**src/trqs_pkg.sv**
```systemverilog
// Shared types and constants of the task ready-queue scheduler.
`timescale 1ns / 1ps
`default_nettype none
package trqs_pkg;

    localparam int MAX_TASKS = 16;
    localparam int MAX_SEMS  = 8;
    localparam int TID_W     = 4;
    localparam int SEM_W     = 3;
    localparam int QIDX_W    = 4;
    localparam int CNT_W     = 5;
    localparam int SCNT_W    = 4;
    localparam int HANDLE_W  = 16;
    localparam int IN_DATA_W  = 24;
    localparam int OUT_DATA_W = 40;
    localparam logic [QIDX_W-1:0] READY_Q = QIDX_W'(MAX_SEMS);

    typedef enum logic [2:0] {
        FN_REGISTER = 3'd0,
        FN_CREATE   = 3'd1,
        FN_DISPATCH = 3'd2,
        FN_DONE     = 3'd3,
        FN_SLEEP    = 3'd4,
        FN_WAKE     = 3'd5
    } func_t;

    typedef enum logic [2:0] {
        ST_OK      = 3'd0,
        ST_NOTHING = 3'd1,
        ST_FULL    = 3'd2,
        ST_NO_SEM  = 3'd3,
        ST_NO_RUN  = 3'd4
    } status_t;

    typedef enum logic [1:0] {
        MD_UNUSED = 2'd0,
        MD_READY  = 2'd1,
        MD_RUN    = 2'd2,
        MD_WAIT   = 2'd3
    } mode_t;

    typedef enum logic [2:0] {
        S_IDLE,
        S_REQUEUE,
        S_CHECK,
        S_WALK,
        S_EXEC,
        S_DONE
    } state_t;

    // Commands from the controller to the datapath.
    typedef struct packed {
        logic load;
        logic requeue;
        logic walk;
        logic exec;
        logic emit;
    } trqs_cmd_t;

    // Status from the datapath to the controller.
    typedef struct packed {
        logic need_idle;
        logic walk_last;
        logic out_free;
    } trqs_sts_t;

endpackage
`default_nettype wire

```
**src/task_ready_queue_scheduler_unit.sv**
```systemverilog
// Top level of the task ready-queue scheduler.
//
//  Channel  | Direction | Payload
//  s_axis   | in        | tuser: func; tdata: sem_index, task_handle
//  m_axis   | out       | tuser: status; tdata: task_id .. sleeping_total
//
// One event at a time: the next input transfer is accepted only after the result
// of the previous one has been loaded into the output register; a dispatch that
// has to wake all waiters first moves the wait queue of each created semaphore onto
// the ready queue. The result sits in an output register, so a stalled result only
// holds the next event in its last step.
// Reset is asynchronous and active low; no clearing pass is needed.
`timescale 1ns / 1ps
`default_nettype none
module task_ready_queue_scheduler_unit (
    input  wire         clk,
    input  wire         rst_n,
    input  wire         s_axis_tvalid,
    output logic        s_axis_tready,
    input  wire  [2:0]  s_axis_tuser,   // func
    input  wire  [23:0] s_axis_tdata,   // sem_index[2:0], task_handle[18:3], zeros
    output logic        m_axis_tvalid,
    input  wire         m_axis_tready,
    output logic [2:0]  m_axis_tuser,   // status
    output logic [39:0] m_axis_tdata    // task_id, out_handle, task_valid, sem_id,
                                        // idle_ran, released_mask, sleeping_total
);
    import trqs_pkg::*;

    trqs_cmd_t cmd;
    trqs_sts_t sts;

    trqs_ctrl u_ctrl (
        .clk      (clk),
        .rst_n    (rst_n),
        .in_valid (s_axis_tvalid),
        .in_ready (s_axis_tready),
        .sts      (sts),
        .cmd      (cmd)
    );

    trqs_dp u_dp (
        .clk        (clk),
        .rst_n      (rst_n),
        .in_func    (s_axis_tuser),
        .in_data    (s_axis_tdata),
        .cmd        (cmd),
        .sts        (sts),
        .out_valid  (m_axis_tvalid),
        .out_ready  (m_axis_tready),
        .out_status (m_axis_tuser),
        .out_data   (m_axis_tdata)
    );

endmodule
`default_nettype wire

```
**src/trqs_ctrl.sv**
```systemverilog
// Controller state machine of the task ready-queue scheduler.
`timescale 1ns / 1ps
`default_nettype none
module trqs_ctrl (
    input  wire                  clk,
    input  wire                  rst_n,
    input  wire                  in_valid,
    output logic                 in_ready,
    input  trqs_pkg::trqs_sts_t  sts,
    output trqs_pkg::trqs_cmd_t  cmd
);
    import trqs_pkg::*;

    state_t state_reg;
    state_t state_next;

    // State register.
    always_ff @(posedge clk or negedge rst_n)
    begin
        if (!rst_n)
        begin
            state_reg <= S_IDLE;
        end
        else
        begin
            state_reg <= state_next;
        end
    end

    // Next state and commands.
    always_comb
    begin
        state_next = state_reg;
        cmd        = '0;
        in_ready   = 1'b0;
        case (state_reg)
            S_IDLE:
            begin
                in_ready = 1'b1;
                if (in_valid)
                begin
                    cmd.load   = 1'b1;
                    state_next = S_REQUEUE;
                end
            end
            S_REQUEUE:
            begin
                cmd.requeue = 1'b1;
                state_next  = S_CHECK;
            end
            S_CHECK:
            begin
                state_next = sts.need_idle ? S_WALK : S_EXEC;
            end
            S_WALK:
            begin
                cmd.walk = 1'b1;
                if (sts.walk_last)
                begin
                    state_next = S_EXEC;
                end
            end
            S_EXEC:
            begin
                cmd.exec   = 1'b1;
                state_next = S_DONE;
            end
            S_DONE:
            begin
                if (sts.out_free)
                begin
                    cmd.emit   = 1'b1;
                    state_next = S_IDLE;
                end
            end
            default:
            begin
                state_next = S_IDLE;
            end
        endcase
    end

endmodule
`default_nettype wire

```
**src/trqs_dp.sv**
```systemverilog
// Datapath of the task ready-queue scheduler: task table, linked queues, result.
`timescale 1ns / 1ps
`default_nettype none
module trqs_dp (
    input  wire                                 clk,
    input  wire                                 rst_n,
    input  wire  [2:0]                          in_func,
    input  wire  [trqs_pkg::IN_DATA_W-1:0]      in_data,
    input  trqs_pkg::trqs_cmd_t                 cmd,
    output trqs_pkg::trqs_sts_t                 sts,
    output logic                                out_valid,
    input  wire                                 out_ready,
    output logic [2:0]                          out_status,
    output logic [trqs_pkg::OUT_DATA_W-1:0]     out_data
);
    import trqs_pkg::*;

    // Task table and queues.
    logic [HANDLE_W-1:0] body_reg  [MAX_TASKS];
    mode_t               mode_reg  [MAX_TASKS];
    logic [TID_W-1:0]    link_reg  [MAX_TASKS];
    logic [TID_W-1:0]    qfirst_reg[MAX_SEMS+1];
    logic [TID_W-1:0]    qlast_reg [MAX_SEMS+1];
    logic [CNT_W-1:0]    qlen_reg  [MAX_SEMS+1];

    logic                cur_valid_reg;
    logic [TID_W-1:0]    cur_reg;
    logic [CNT_W-1:0]    sleepers_reg;
    logic [CNT_W-1:0]    tasks_reg;
    logic [SCNT_W-1:0]   sems_reg;

    // Current event and its result.
    logic [2:0]          func_reg;
    logic [SEM_W-1:0]    sem_reg;
    logic [HANDLE_W-1:0] handle_reg;
    logic [SEM_W-1:0]    walk_reg;
    logic [2:0]          status_reg;
    logic                named_reg;
    logic [TID_W-1:0]    tid_reg;
    logic [SEM_W-1:0]    semid_reg;
    logic                idle_reg;
    logic [MAX_SEMS-1:0] rel_reg;
    logic                out_valid_reg;
    logic [2:0]          out_status_reg;
    logic [OUT_DATA_W-1:0] out_data_reg;

    // Combinational event decode.
    logic                push_en;
    logic [QIDX_W-1:0]   push_q;
    logic [TID_W-1:0]    push_id;
    logic                pop_en;
    logic [QIDX_W-1:0]   pop_q;
    logic [TID_W-1:0]    pop_id;
    logic                mode_we;
    logic [TID_W-1:0]    mode_idx;
    mode_t               mode_val;
    logic [2:0]          status_next;
    logic                named_next;
    logic [TID_W-1:0]    tid_next;
    logic [SEM_W-1:0]    semid_next;
    logic                cur_valid_next;
    logic [TID_W-1:0]    cur_next;
    logic [CNT_W-1:0]    sleepers_next;
    logic [CNT_W-1:0]    tasks_next;
    logic [SCNT_W-1:0]   sems_next;
    logic                body_we;
    logic [QIDX_W-1:0]   sem_q;
    logic [QIDX_W-1:0]   walk_q;
    logic                sem_bad;

    assign sem_q   = {1'b0, sem_reg};
    assign walk_q  = {1'b0, walk_reg};
    assign sem_bad = ({1'b0, sem_reg} >= sems_reg);
    assign pop_id  = qfirst_reg[pop_q];

    assign sts.need_idle = (func_reg == FN_DISPATCH) && (qlen_reg[READY_Q] == '0)
                           && (sleepers_reg != '0);
    assign sts.walk_last = (SCNT_W'(walk_reg) + SCNT_W'(1)) >= sems_reg;
    assign sts.out_free  = !out_valid_reg || out_ready;

    // Decode of the requeue step and the main event step.
    always_comb
    begin
        push_en        = 1'b0;
        push_q         = READY_Q;
        push_id        = cur_reg;
        pop_en         = 1'b0;
        pop_q          = READY_Q;
        mode_we        = 1'b0;
        mode_idx       = cur_reg;
        mode_val       = MD_READY;
        status_next    = ST_NOTHING;
        named_next     = 1'b0;
        tid_next       = '0;
        semid_next     = '0;
        cur_valid_next = cur_valid_reg;
        cur_next       = cur_reg;
        sleepers_next  = sleepers_reg;
        tasks_next     = tasks_reg;
        sems_next      = sems_reg;
        body_we        = 1'b0;
        if (cmd.requeue)
        begin
            if ((func_reg == FN_DISPATCH) && cur_valid_reg && (mode_reg[cur_reg] == MD_RUN))
            begin
                push_en = 1'b1;
                mode_we = 1'b1;
            end
        end
        else if (cmd.exec)
        begin
            case (func_reg)
                FN_REGISTER:
                begin
                    if (tasks_reg >= CNT_W'(MAX_TASKS))
                    begin
                        status_next = ST_FULL;
                    end
                    else
                    begin
                        tid_next    = tasks_reg[TID_W-1:0];
                        tasks_next  = tasks_reg + CNT_W'(1);
                        body_we     = 1'b1;
                        push_en     = 1'b1;
                        push_id     = tid_next;
                        mode_we     = 1'b1;
                        mode_idx    = tid_next;
                        named_next  = 1'b1;
                        status_next = ST_OK;
                    end
                end
                FN_CREATE:
                begin
                    if (sems_reg >= SCNT_W'(MAX_SEMS))
                    begin
                        status_next = ST_FULL;
                    end
                    else
                    begin
                        semid_next  = sems_reg[SEM_W-1:0];
                        sems_next   = sems_reg + SCNT_W'(1);
                        status_next = ST_OK;
                    end
                end
                FN_DISPATCH:
                begin
                    cur_valid_next = 1'b0;
                    if (qlen_reg[READY_Q] != '0)
                    begin
                        pop_en         = 1'b1;
                        tid_next       = pop_id;
                        mode_we        = 1'b1;
                        mode_idx       = pop_id;
                        mode_val       = MD_RUN;
                        cur_next       = pop_id;
                        cur_valid_next = 1'b1;
                        named_next     = 1'b1;
                        status_next    = ST_OK;
                    end
                end
                FN_DONE:
                begin
                    if (!cur_valid_reg)
                    begin
                        status_next = ST_NO_RUN;
                    end
                    else
                    begin
                        tid_next       = cur_reg;
                        if (mode_reg[cur_reg] == MD_RUN)
                        begin
                            push_en = 1'b1;
                            mode_we = 1'b1;
                        end
                        cur_valid_next = 1'b0;
                        named_next     = 1'b1;
                        status_next    = ST_OK;
                    end
                end
                FN_SLEEP:
                begin
                    if (sem_bad)
                    begin
                        status_next = ST_NO_SEM;
                    end
                    else if (!cur_valid_reg || (mode_reg[cur_reg] != MD_RUN))
                    begin
                        status_next = ST_NO_RUN;
                    end
                    else
                    begin
                        tid_next      = cur_reg;
                        mode_we       = 1'b1;
                        mode_val      = MD_WAIT;
                        push_en       = 1'b1;
                        push_q        = sem_q;
                        sleepers_next = sleepers_reg + CNT_W'(1);
                        named_next    = 1'b1;
                        status_next   = ST_OK;
                    end
                end
                FN_WAKE:
                begin
                    if (sleepers_reg == '0)
                    begin
                        status_next = ST_NOTHING;
                    end
                    else if (sem_bad)
                    begin
                        status_next = ST_NO_SEM;
                    end
                    else if (qlen_reg[sem_q] == '0)
                    begin
                        status_next = ST_NOTHING;
                    end
                    else
                    begin
                        pop_en        = 1'b1;
                        pop_q         = sem_q;
                        tid_next      = pop_id;
                        push_en       = 1'b1;
                        push_id       = pop_id;
                        mode_we       = 1'b1;
                        mode_idx      = pop_id;
                        sleepers_next = sleepers_reg - CNT_W'(1);
                        named_next    = 1'b1;
                        status_next   = ST_OK;
                    end
                end
                default:
                begin
                    status_next = ST_NOTHING;
                end
            endcase
        end
    end

    // Queue storage with no defined reset: heads, tails, links and bodies.
    always_ff @(posedge clk)
    begin
        if (cmd.walk && (qlen_reg[walk_q] != '0))
        begin
            if (qlen_reg[READY_Q] == '0)
            begin
                qfirst_reg[READY_Q] <= qfirst_reg[walk_q];
            end
            else
            begin
                link_reg[qlast_reg[READY_Q]] <= qfirst_reg[walk_q];
            end
            qlast_reg[READY_Q] <= qlast_reg[walk_q];
        end
        if (pop_en)
        begin
            qfirst_reg[pop_q] <= link_reg[pop_id];
        end
        if (push_en)
        begin
            if (qlen_reg[push_q] == '0)
            begin
                qfirst_reg[push_q] <= push_id;
            end
            else
            begin
                link_reg[qlast_reg[push_q]] <= push_id;
            end
            qlast_reg[push_q] <= push_id;
        end
        if (body_we)
        begin
            body_reg[tid_next] <= handle_reg;
        end
    end

    // Queue lengths, task modes and scheduler counters.
    always_ff @(posedge clk or negedge rst_n)
    begin
        if (!rst_n)
        begin
            for (int i = 0; i <= MAX_SEMS; i++)
            begin
                qlen_reg[i] <= '0;
            end
            for (int i = 0; i < MAX_TASKS; i++)
            begin
                mode_reg[i] <= MD_UNUSED;
            end
            cur_valid_reg <= 1'b0;
            cur_reg       <= '0;
            sleepers_reg  <= '0;
            tasks_reg     <= '0;
            sems_reg      <= '0;
        end
        else
        begin
            if (cmd.walk)
            begin
                // Move one wait queue onto the ready queue.
                qlen_reg[READY_Q] <= qlen_reg[READY_Q] + qlen_reg[walk_q];
                qlen_reg[walk_q]  <= '0;
                if (sts.walk_last)
                begin
                    for (int i = 0; i < MAX_TASKS; i++)
                    begin
                        if (mode_reg[i] == MD_WAIT)
                        begin
                            mode_reg[i] <= MD_READY;
                        end
                    end
                    sleepers_reg <= '0;
                end
            end
            else
            begin
                if (pop_en)
                begin
                    qlen_reg[pop_q] <= qlen_reg[pop_q] - CNT_W'(1);
                end
                if (push_en)
                begin
                    qlen_reg[push_q] <= qlen_reg[push_q] + CNT_W'(1);
                end
                if (mode_we)
                begin
                    mode_reg[mode_idx] <= mode_val;
                end
                cur_valid_reg <= cur_valid_next;
                cur_reg       <= cur_next;
                sleepers_reg  <= sleepers_next;
                tasks_reg     <= tasks_next;
                sems_reg      <= sems_next;
            end
        end
    end

    // Event capture, walk index and result fields.
    always_ff @(posedge clk)
    begin
        if (cmd.load)
        begin
            func_reg   <= in_func;
            sem_reg    <= in_data[SEM_W-1:0];
            handle_reg <= in_data[SEM_W +: HANDLE_W];
            walk_reg   <= '0;
            idle_reg   <= 1'b0;
            rel_reg    <= '0;
        end
        if (cmd.walk)
        begin
            idle_reg          <= 1'b1;
            rel_reg[walk_reg] <= 1'b1;
            walk_reg          <= walk_reg + SEM_W'(1);
        end
        if (cmd.exec)
        begin
            status_reg <= status_next;
            named_reg  <= named_next;
            tid_reg    <= tid_next;
            semid_reg  <= semid_next;
        end
        if (cmd.emit)
        begin
            out_status_reg <= status_reg;
            out_data_reg   <= {2'b00, sleepers_reg, rel_reg, idle_reg, semid_reg, named_reg,
                               (named_reg ? body_reg[tid_reg] : HANDLE_W'(0)), tid_reg};
        end
    end

    // Output register valid flag.
    always_ff @(posedge clk or negedge rst_n)
    begin
        if (!rst_n)
        begin
            out_valid_reg <= 1'b0;
        end
        else if (cmd.emit)
        begin
            out_valid_reg <= 1'b1;
        end
        else if (out_ready)
        begin
            out_valid_reg <= 1'b0;
        end
    end

    assign out_valid  = out_valid_reg;
    assign out_status = out_status_reg;
    assign out_data   = out_data_reg;

endmodule
`default_nettype wire

```
**config.mk**
```make
export PLATFORM = sky130hd
export DESIGN_NAME = task_ready_queue_scheduler_unit
export DESIGN_NICKNAME = d
export VERILOG_FILES = /design/src/trqs_pkg.sv /design/src/task_ready_queue_scheduler_unit.sv /design/src/trqs_ctrl.sv /design/src/trqs_dp.sv
export SDC_FILE = /design/constraint.sdc
export NUM_CORES = 1
export LEC_CHECK = 0
export BUFFER_PORTS_ARGS = -buffer_cell sky130_fd_sc_hd__buf_2
export CORE_MARGIN = 10
export CORE_UTILIZATION = 65
export CTS_BUF_LIST = sky130_fd_sc_hd__clkbuf_16
export DETAILED_ROUTE_END_ITERATION = 7
export PLACE_DENSITY = 0.83
export REMOVE_ABC_BUFFERS = 1
export SETUP_SLACK_MARGIN = 0.4
export SLEW_MARGIN = 0
export SYNTH_ARGS = -nofsm -noshare
export SYNTH_HDL_FRONTEND = slang
export SYNTH_SLANG_ARGS = --single-unit
```
**constraint.sdc**
```tcl
create_clock -name clk -period 12.1 [get_ports clk]
set_input_delay 0.605 -clock clk [delete_from_list [all_inputs] [get_ports clk]]
set_output_delay 0.605 -clock clk [all_outputs]
set_load 0.05 [all_outputs]
```
## Word level (Yosys, flattened, before mapping)

Memory sizes are Yosys's and may differ from the RTL's. A register that Yosys moved wholly into a read port is not among the register bits.
Cells that the tools add are included.

| operators by class | value |
|---|---|
| $add $sub $neg | 9 |
| magnitude comparators | 16 |
| equal/unequal tests | 54 |
| multiplexer cells | 185 |
| bitwise gates (word level) | 14 |
| reduce and logical (&&, ||, !) cells | 56 |

Operators by type and width:

| cell | number |
|---|---|
| 45-bit two-way mux | 4 |
| 4-bit two-way mux | 38 |
| 5-bit two-way mux | 20 |
| 32-bit two-way mux | 3 |
| 45-bit bitwise mux | 2 |
| 5-bit binary-select mux with 4-bit select | 4 |
| 5-bit demux with 4-bit select | 3 |
| 1-bit two-way mux | 56 |
| 2-bit two-way mux | 26 |
| 3-bit AND reduction | 17 |
| 45-bit bitwise AND | 1 |
| 45-bit inverter | 1 |
| 2-bit != test (second input constant) | 21 |
| 3-bit case mux with 6 select lines | 2 |
| 5-bit greater-or-equal comparator (second input constant) | 7 |
| 2-bit equality test (second input constant) | 17 |
| 3-bit two-way mux | 11 |
| 32-bit bitwise mux | 1 |
| 5-bit zero test | 4 |
| 5-bit by 1-bit less-than comparator with 1-bit output (second input constant) | 4 |
| 4-bit inverter with 5-bit output | 4 |
| 4-bit case mux with 5 select lines | 1 |
| 8-bit two-way mux | 2 |
| 5-bit by 1-bit adder with 5-bit output (second input constant) | 3 |
| 40 further kinds | 82 |

| word-level totals | value |
|---|---|
| register bits | 170 |
| bits in writable memories | 392 |
| output and inout bits | 45 |
| logic and storage cells | 382 |
| memories | 4 |

Memory list:

| name | words | width | read ports | clocked after memory_dff | write ports | RTL line | RTL |
|---|---|---|---|---|---|---|---|
| u_dp.body_reg | 16 | 16 | 1 | 1 | 1 | trqs_dp.sv:19 | `logic [HANDLE_W-1:0] body_reg [MAX_TASKS];` |
| u_dp.link_reg | 16 | 4 | 1 | 0 | 1 | trqs_dp.sv:21 | `logic [TID_W-1:0] link_reg [MAX_TASKS];` |
| u_dp.qfirst_reg | 9 | 4 | 2 | 1 | 2 | trqs_dp.sv:22 | `logic [TID_W-1:0] qfirst_reg[MAX_SEMS+1];` |
| u_dp.qlast_reg | 9 | 4 | 3 | 1 | 1 | trqs_dp.sv:23 | `logic [TID_W-1:0] qlast_reg [MAX_SEMS+1];` |

## Longest topological paths before layout

Gate-level depths: netlist of the first run.
An unclocked memory read counts as a cell.

| depth | value |
|---|---|
| depth after elaboration | 26 |
| mapped depth | 18 |

## By module

A second synthesis of the first run with hierarchy kept.

| second synthesis, totals | value |
|---|---|
| cell total of the unflattened synthesis | 2128 |
| area total of the unflattened synthesis | 28503.6 µm² |

Modules (own cells, without submodules):

| module | instances | cells each | area each (µm²) | seq. area each (µm²) |
|---|---|---|---|---|
| trqs_dp | 1 | 2100 | 28247.1 | 16751.1 |
| trqs_ctrl | 1 | 28 | 256.5 | 75.1 |

## Worst setup path after synthesis of the first run

Ideal clock, no wire load.

| path | value |
|---|---|
| path type | register to register |
| start point | register u_dp.sem_reg[0] |
| end point | memory u_dp.body_reg[0][0], enable pin |
| library setup time | 388 ps |
| arrival | 4605 ps |
| required time | 11712 ps |
| slack | 7107 ps |
| stages on the path, launching flop included | 16 |
| buffers on the path | 3 |
| cell sequence | edfxtp_1 > clkbuf_1 > inv_1 > clkbuf_1 > ha_1 > nand2b_1 > a211oi_1 > nor3_1 > or3_1 > buf_2 > nor2_4 > mux2_2 > a222oi_1 > nor2_1 > or3b_2 > nor2_1 |

| on the way | value |
|---|---|
| longest elaborated chain between the ends | 18 |

RTL lines:

| item | RTL line | RTL |
|---|---|---|
| from (decl) | trqs_dp.sv:34 | `logic [SEM_W-1:0] sem_reg;` |
| from (signal assigned) | trqs_dp.sv:342 | `sem_reg <= in_data[SEM_W-1:0];` |
| 3-bit inverter with 5-bit output (implied by the code) | trqs_dp.sv:212 | `else if (qlen_reg[sem_q] == '0)` |
| 5-bit binary-select mux with 4-bit select | trqs_dp.sv:212 |  |
| 5-bit two-way mux (implied by the code) (2 in series) | trqs_dp.sv:212 |  |
| 5-bit zero test | trqs_dp.sv:212 |  |
| 4-bit two-way mux | trqs_dp.sv:212 |  |
| 4-bit two-way mux | trqs_dp.sv:208 | `else if (sem_bad)` |
| 4-bit two-way mux | trqs_dp.sv:204 | `if (sleepers_reg == '0)` |
| 4-bit two-way mux | trqs_dp.sv:112 | `case (func_reg)` |
| [2 not listed] | - |  |
| memory read 9 x 4 bit | - |  |
| 4-bit two-way mux | trqs_dp.sv:212 |  |
| 4-bit two-way mux | trqs_dp.sv:208 |  |
| 4-bit two-way mux | trqs_dp.sv:204 |  |
| 4-bit case mux with 5 select lines * | trqs_dp.sv:112 |  |
| 4-bit two-way mux * | trqs_dp.sv:110 | `else if (cmd.exec)` |
| 4-bit two-way mux * | trqs_dp.sv:102 | `if (cmd.requeue)` |
| net u_dp.tid_next[1] | trqs_dp.sv:59 | `logic [TID_W-1:0] tid_next;` |
| to (decl) | trqs_dp.sv:19 |  |

The timed path passes the listed nets; every way through them passes the cells marked *. The select of a mux whose other input is x is not followed.

## Worst setup path after layout of the first run

| path | value |
|---|---|
| start point | register u_dp.sem_reg[1] |
| end point | memory u_dp.body_reg[8][8], enable pin |

The elaborated chain is that of the path after synthesis.

==> results by group, run 1 <==
Die
  • Starting density of the core: 65.7%
  • I/O pins: 76
  • Die W: 223 um
  • Die extent in y: 223 um
  • Core Area: 40,900 um^2
  • Full die area: 49,900 um^2
  • Std cell rows: 74

Synth
  • Async S/R FF share, synth: 17.2%
  • Top FF cell, synth: edfxtp_1
  • Count leader, synth: edfxtp_1
  • Netlist cell types: 95
  • Cell Area, Synth: roughly 27,000 um^2
  • Post-synth top area share: 52.4%
  • Seq cells post-synth: 581
  • Synth cell count leaders: edfxtp_1 (469), nand2_1 (208), nor2_1 (170), mux4_2 (119), dfrtp_1 (100)
  • EDFF count, synth: 469
  • Yosys warnings: 0
  • Synth area leaders: edfxtp_1 (52%), mux4_2 (10%), dfrtp_1 (9.3%)
  • Seq/Total Area, Yosys: 62.5%
  • Post-Syn Area per Cell: 13.7 um^2
  • Synthesized instance count: 1,965
  • Synth area leader: edfxtp_1

Clocking
  • Clk buf depth: 3
  • Clk slew on worst S/H paths: 0.06 ns
  • Post-CTS Resized: 0
  • Post-CTS setup buffers: 0
  • Root buf cell: clkbuf_16
  • Clock Sinks: between 500 and 600
  • TritonCTS Buffers: 57
  • CTS Hold Bufs: 0
  • Clock latency on the worst-skew pair: 0.65 ns
  • CTS tree: yes
  • H-tree levels: 2

Flow run
  • MaxCap Viol Count: 0

Pwr
  • Worst vdd ir: roughly 180 uV
  • Pleak: 0.0106 uW
  • Cell Pwr Density: 201 nW/um^2

Setup path
  • CP required: between 10 and 15 ns
  • R2R Path End: u_dp.body_reg[8][8]
  • Critical path class: flip-flop to flip-flop
  • Data arrival, critical path: 6.68 ns
  • CP Cell Sequence: buf_4 -> ha_1 -> a211oi_1 -> nor3_1 -> or3_1 -> nor2_4 -> mux2_2 -> a222oi_1 -> nor2_1 -> or3b_2 -> nor2_1 -> buf_4
  • R2R setup slack: 5.75 ns
  • R2R depth: 12
  • Crit path max-delay family: simple AND/OR/NAND/NOR gates
  • R2R Path Start: u_dp.sem_reg[1]
  • Crit start category: flip-flop
  • Slowest Stage Delay on Critical Path: 0.97 ns
  • CP max FO: 45
  • CP Buf/Inv Count: 2
  • Crit end category: flip-flop
  • Slowest-stage cell, CP: nor2_1

Min path
  • Worst hold path class: input pin to async pin

Routing
  • Drt total wl: 75.1 mm
  • Drt first pass iters: 6
  • Vias per std cell: about 7.2
  • DRC: 0
  • WL/cell: 28.8 um
  • DRT antenna net count: 0
  • Via Count: 18,700
  • Starting DRT DRC Count: 2,691

Timing
  • Max-slew violation count: 0
  • Setup violators final: 0
  • RSZ-0062 raised after global routing: no
  • WHS: 0.0515 ns
  • Slew @ Worst Pin: 1.30 ns
  • Slew headroom: 13.2%
  • Max frequency: 157 MHz
  • Final Critical Period: roughly 6.3 ns
  • Final Cycle Share: 52.5%
  • Worst Skew: 0.0376 ns
  • Fin. Hold Viols: 0
  • Post-route setup TNS: 0 ns

GRT
  • Vias in the first global route: 18,500
  • GRT Overall Usage: 29.6%
  • First-pass GRT wire length: 113 mm
  • Total congestion overflow: 0
  • Antenna violations before repair: 0
  • Largest net degree at the start of global routing: 66

Layout
  • Utilization after layout: 72.7%
  • Syn-to-layout area delta: 10.6%
  • Nets: between 2,000 and 2,500
  • ANT cells: 0
  • Fraction of layout cells with a size suffix above 1: between 10% and 20%
  • Number of flip-flops in the largest register: between 200 and 300

Placement
  • Placer Congestion: 0.961
  • Dpl hpwl: between 40 and 50 mm
  • IO buf count: a little under 70

Outcome
  • Status: finished, final reports clean
per-stage QoR:
stage	cell area (um^2)	worst slack [ns]	cells	total power, uW
after floorplan	26500	6.07	1859	3610
after global routing	29700	5.57	2606	6170
after detailed placement	27800	5.94	2502	4110
final	29700	5.75	2606	5980
after global placement	27800	6.18	2502	4060
after CTS	29700	5.83	2606	5950
kinds of logic after synthesis:
| group | count (synthesis) | share of synthesized area (%) |
|---|---|---|
| and+or+nand+nor | 612 | 10.6 |
| DFF | 581 | 62.5 |
| AOI/OAI and AO/OA | 387 | 9.92 |
| muxes | 198 | 13.0 |
| buffers and inverters | 145 | 2.19 |
| adders and majority gates | 23 | 1.13 |
| xor gates and xnor gates | 18 | 0.586 |
| other | 1 | 0.0139 |
per-layer routing:
metal	GRT usage, %	share of wire, %	routed length (um)
met2	49.4	50	37300
met1	36.6	35	26600
met4	14.3	5.4	4050
met3	5.94	9.6	7180
met5	0	0	0
worst reg2reg max path, delay by kind of cell (launching register included):
family	cells	cell delay, ns
and+or+nand+nor	6	3.04
buffers and inverters	2	0.89
adders and majority gates	1	0.36
DFF	1	0.32
muxes	1	0.50
AOI/OAI and AO/OA	2	0.92
layout make-up:
type	instances	area, um^2
Tap cell	532	666
Clock buffer	58	1450
Timing Repair Buffer	111	666
Inverter	38	143
Multi-Input combinational cell	1240	9510
Fill cell	2559	11200
Clock inverter	46	483
Sequential cell	581	16800
worst max-delay path by stage:
stage	start	end	slack, ns	depth (start not counted)
finish	u_dp.sem_reg[1]	u_dp.body_reg[8][8]	5.75	12
global route	u_dp.sem_reg[1]	u_dp.body_reg[8][8]	5.57	12
CTS	u_dp.sem_reg[1]	u_dp.body_reg[8][6]	5.83	12
detailed placement	u_dp.sem_reg[1]	u_dp.body_reg[8][7]	5.94	12
global placement	u_dp.sem_reg[1]	u_dp.body_reg[8][14]	6.18	12
floorplan	u_dp.sem_reg[0]	u_dp.body_reg[0][0]	6.07	12
cell usage in the layout (no fill, tap or decap), types with 9 or more instances in the layout:
cell,netlist,final
and3_1,10,10
o31a_1,10,10
a2111oi_0,10,10
mux2i_1,59,59
a31oi_1,35,35
bufinv_16,0,9
nor3b_1,14,14
o211ai_1,11,11
a22o_1,9,9
a211oi_1,21,21
a21oi_1,74,74
nor4_1,11,11
nor2b_1,11,11
xnor2_1,10,10
nor3_1,45,45
or3_1,12,12
dfrtp_1,100,100
ha_1,21,21
nand2_1,208,208
edfxtp_1,469,469
nand2b_1,16,16
a32oi_1,10,10
a32o_1,10,10
nand3_1,41,41
or2_2,11,11
mux4_2,119,119
a21o_1,16,16
buf_4,2,44
buf_2,22,67
and2_1,24,24
mux2_2,20,20
clkbuf_16,0,58
nor2_1,170,166
clkinv_1,5,21
o21ai_0,77,77
inv_1,32,41
dfxtp_1,12,12
report_power, final:
| part | switching (uW) | total [uW] | internal, uW |
|---|---|---|---|
| Sequential | 222 | 2670 | 2450 |
| Combinational | 954 | 1460 | 503 |
| Clock | 790 | 1850 | 1060 |
| Total | 1970 | 5980 | 4020 |
No activity file was read; power rests on OpenSTA's default activity.
==> run 2: changes to the inputs <==
--- a/config.mk
+++ b/config.mk
@@ -7,10 +7,10 @@
 export LEC_CHECK = 0
 export BUFFER_PORTS_ARGS = -buffer_cell sky130_fd_sc_hd__buf_2
 export CORE_MARGIN = 10
-export CORE_UTILIZATION = 65
+export CORE_UTILIZATION = 63
 export CTS_BUF_LIST = sky130_fd_sc_hd__clkbuf_16
 export DETAILED_ROUTE_END_ITERATION = 7
-export PLACE_DENSITY = 0.83
+export PLACE_DENSITY = 0.8
 export REMOVE_ABC_BUFFERS = 1
 export SETUP_SLACK_MARGIN = 0.4
 export SLEW_MARGIN = 0
==> constraint.sdc (replaced) <==
create_clock -name clk -period 6.4 [get_ports clk]
set_input_delay 0.32 -clock clk [delete_from_list [all_inputs] [get_ports clk]]
set_output_delay 0.32 -clock clk [all_outputs]
set_load 0.05 [all_outputs]
==> run 2 against run 1 <==
Against the previous run: non-clock buffer count increased by 35; register-to-register slack got worse by 5.1 ns; first-iteration DRC count increased by 15%; utilization decreased by 1.2 points; critical path depth decreased by 1; sequential cell count unchanged; cell area increased by 1.1%; global-route usage increased by 0.062 points; combinational power increased by 93%; setup slack got worse by 5.1 ns; fmax increased by 11%; clock skew increased by 0.0027 ns.
==> results by group, run 2 (same netlist as run 1, synthesis figures left out) <==
Outcome
  • Status: finished, final reports clean

Timing
  • Slew headroom: 13.2%
  • Final Cycle Share: 89.4%
  • Post-route setup TNS: 0 ns
  • RSZ-0062 raised after global routing: no
  • Max-slew violation count: 0
  • Slew @ Worst Pin: 1.27 ns
  • WHS: between 0.15 and 0.2 ns
  • Worst Skew: 0.0403 ns
  • Fin. Hold Viols: 0
  • Final Critical Period: 5.72 ns
  • Setup violators final: 0
  • Max frequency: between 150 and 200 MHz

Clocking
  • H-tree levels: 2
  • Clock Sinks: around 580
  • Root buf cell: clkbuf_16
  • Clock latency on the worst-skew pair: 0.66 ns
  • Clk buf depth: 3
  • Clk slew on worst S/H paths: 0.06 ns
  • Post-CTS setup buffers: 0
  • TritonCTS Buffers: 56
  • CTS tree: yes

Layout
  • Area of the multi-input gates: ~9500 um^2
  • Most frequent cells in the layout: edfxtp_1 (469), nand2_1 (208), nor2_1 (169)
  • Fillers: roughly 2,700
  • Register Area: 16,800 um^2
  • Most common cell after layout, fill and taps aside: edfxtp_1
  • Number of flip-flops in the largest register: around 260
  • ANT cells: 0
  • Nets: 2,117
  • Syn-to-layout area delta: 11.7%
  • Fraction of layout cells with a size suffix above 1: 18.6%

Setup path
  • R2R setup slack: 0.68 ns
  • CP startpoint: u_dp.sem_reg[0]
  • Crit start category: flip-flop
  • CP max FO: 26
  • CP required: 6.75 ns
  • Data arrival, critical path: 6.08 ns
  • R2R Path End: u_dp.body_reg[15][12]
  • R2R Path Start: u_dp.sem_reg[0]
  • Critical path class: flip-flop to flip-flop
  • Crit end category: flip-flop
  • R2R depth: 11

Routing
  • Drt total wl: 75.5 mm
  • WL met2: 37.6 mm
  • WL/cell: 28.5 um
  • Vias per std cell: 7.08
  • Starting DRT DRC Count: 3,106
  • DRT met1 WL: 27.3 mm
  • DRT antenna net count: 0
  • Via Count: 18,800
  • Highest metal used: met4
  • DR WL met3: 7.44 mm
  • DRC: 0
  • Drt first pass iters: 8

Die
  • Std cell rows: between 70 and 80
  • Die W: roughly 230 um
  • Starting density of the core: ~64%
  • Die extent in y: 227 um
  • Core Area: 42,000 um^2
  • I/O pins: 76
  • Full die area: ~51,000 um^2

Placement
  • IO buf count: 68
  • Placer Congestion: between 0.9 and 1
  • Dpl hpwl: 46.3 mm

Pwr
  • Worst vdd ir: 285 uV
  • Cell Pwr Density: 376 nW/um^2
  • Pleak: 0.0107 uW

GRT
  • Total congestion overflow: 0
  • Antenna violations before repair: 0
  • First-pass GRT wire length: 115 mm
  • GRT Overall Usage: 29.7%
  • Vias in the first global route: 18,500
  • Largest net degree at the start of global routing: 70

Min path
  • Worst hold path class: input pin to async pin

Flow run
  • MaxCap Viol Count: 0
==> run 2: changes by cell type in the layout (fill, tap and decap cells not counted), moves of 2 or more <==
cell           delta
clkinvlp_4        +2
buf_4             +9
dlygate4sd3_1    +25
nor2_1            +3
clkinv_2         +10
nor2_2            -3
clkinv_1          -7
clkbuf_16         -2
inv_1             -3
==> run 2: area by class of cell <==
type	instances	share of cell area (%)
clock inverter	49	1.70
clock buffer	56	4.66
timing repair buffer	146	3.34
inverter	38	0.475
sequential	581	56.0
multi-input combinational	1240	31.6
tap	539	2.24
==> run 2: worst max-delay path by stage <==
| stage | to | slack (ns) |
|---|---|---|
| 2_1_floorplan | u_dp.body_reg[0][0] | 0.37 |
| 3_3_place_gp | u_dp.body_reg[15][13] | 1.11 |
| 3_5_place_dp | u_dp.body_reg[15][13] | 0.96 |
| 4_1_cts | u_dp.body_reg[15][3] | 0.81 |
| 5_1_grt | u_dp.body_reg[15][3] | 0.50 |
| 6_report | u_dp.body_reg[15][12] | 0.68 |
==> run 2: per-layer routing <==
layer / global-route usage (%) / vias up
li1: - / 7834
met1: 37.8 / 9359
met2: 50.0 / 1335
met3: 5.16 / 238
met4: 11.8 / 0
met5: 0 / -
==> run 2: power by group <==
group          switching (uW)  total [uW]  internal (uW)
logic                    1840        2820            979
registers                 409        5050           4640
clock network            1510        3450           1940
total                    3760       11300           7550
==> run 2: worst max-delay path, cell delays in order, from the launching register on <==
cell and delay (ns):
edfxtp_1 0.42, buf_4 0.38, nor4b_1 0.46, nor2_1 0.09, nor4_1 0.54, or3_1 0.44
nor3_1 0.17, nor2_1 0.86, a222oi_1 0.36, or3_1 0.50, nor2_1 0.83, buf_4 0.36
==> run 2: what timing repair did <==
item                      in CTS  in global routing
hold endpoints to repair      55                  0
hold buffers                  25                  0
resized for setup              0                  0
==> run 2: per-stage QoR <==
| stage | area (um^2) | cells | worst slack [ns] | util [%] | power (uW) |
|---|---|---|---|---|---|
| floorplan | 26500 | 1859 | 0.375 | - | 6820 |
| finish | 30100 | 2649 | 0.677 | 71.5 | 11300 |
| detailed placement | 27900 | 2519 | 0.958 | 66.4 | 7810 |
| CTS | 30100 | 2649 | 0.809 | 71.5 | 11200 |
| global route | 30100 | 2649 | 0.500 | 71.5 | 11700 |
| global placement | 27900 | 2519 | 1.11 | 66.4 | 7690 |
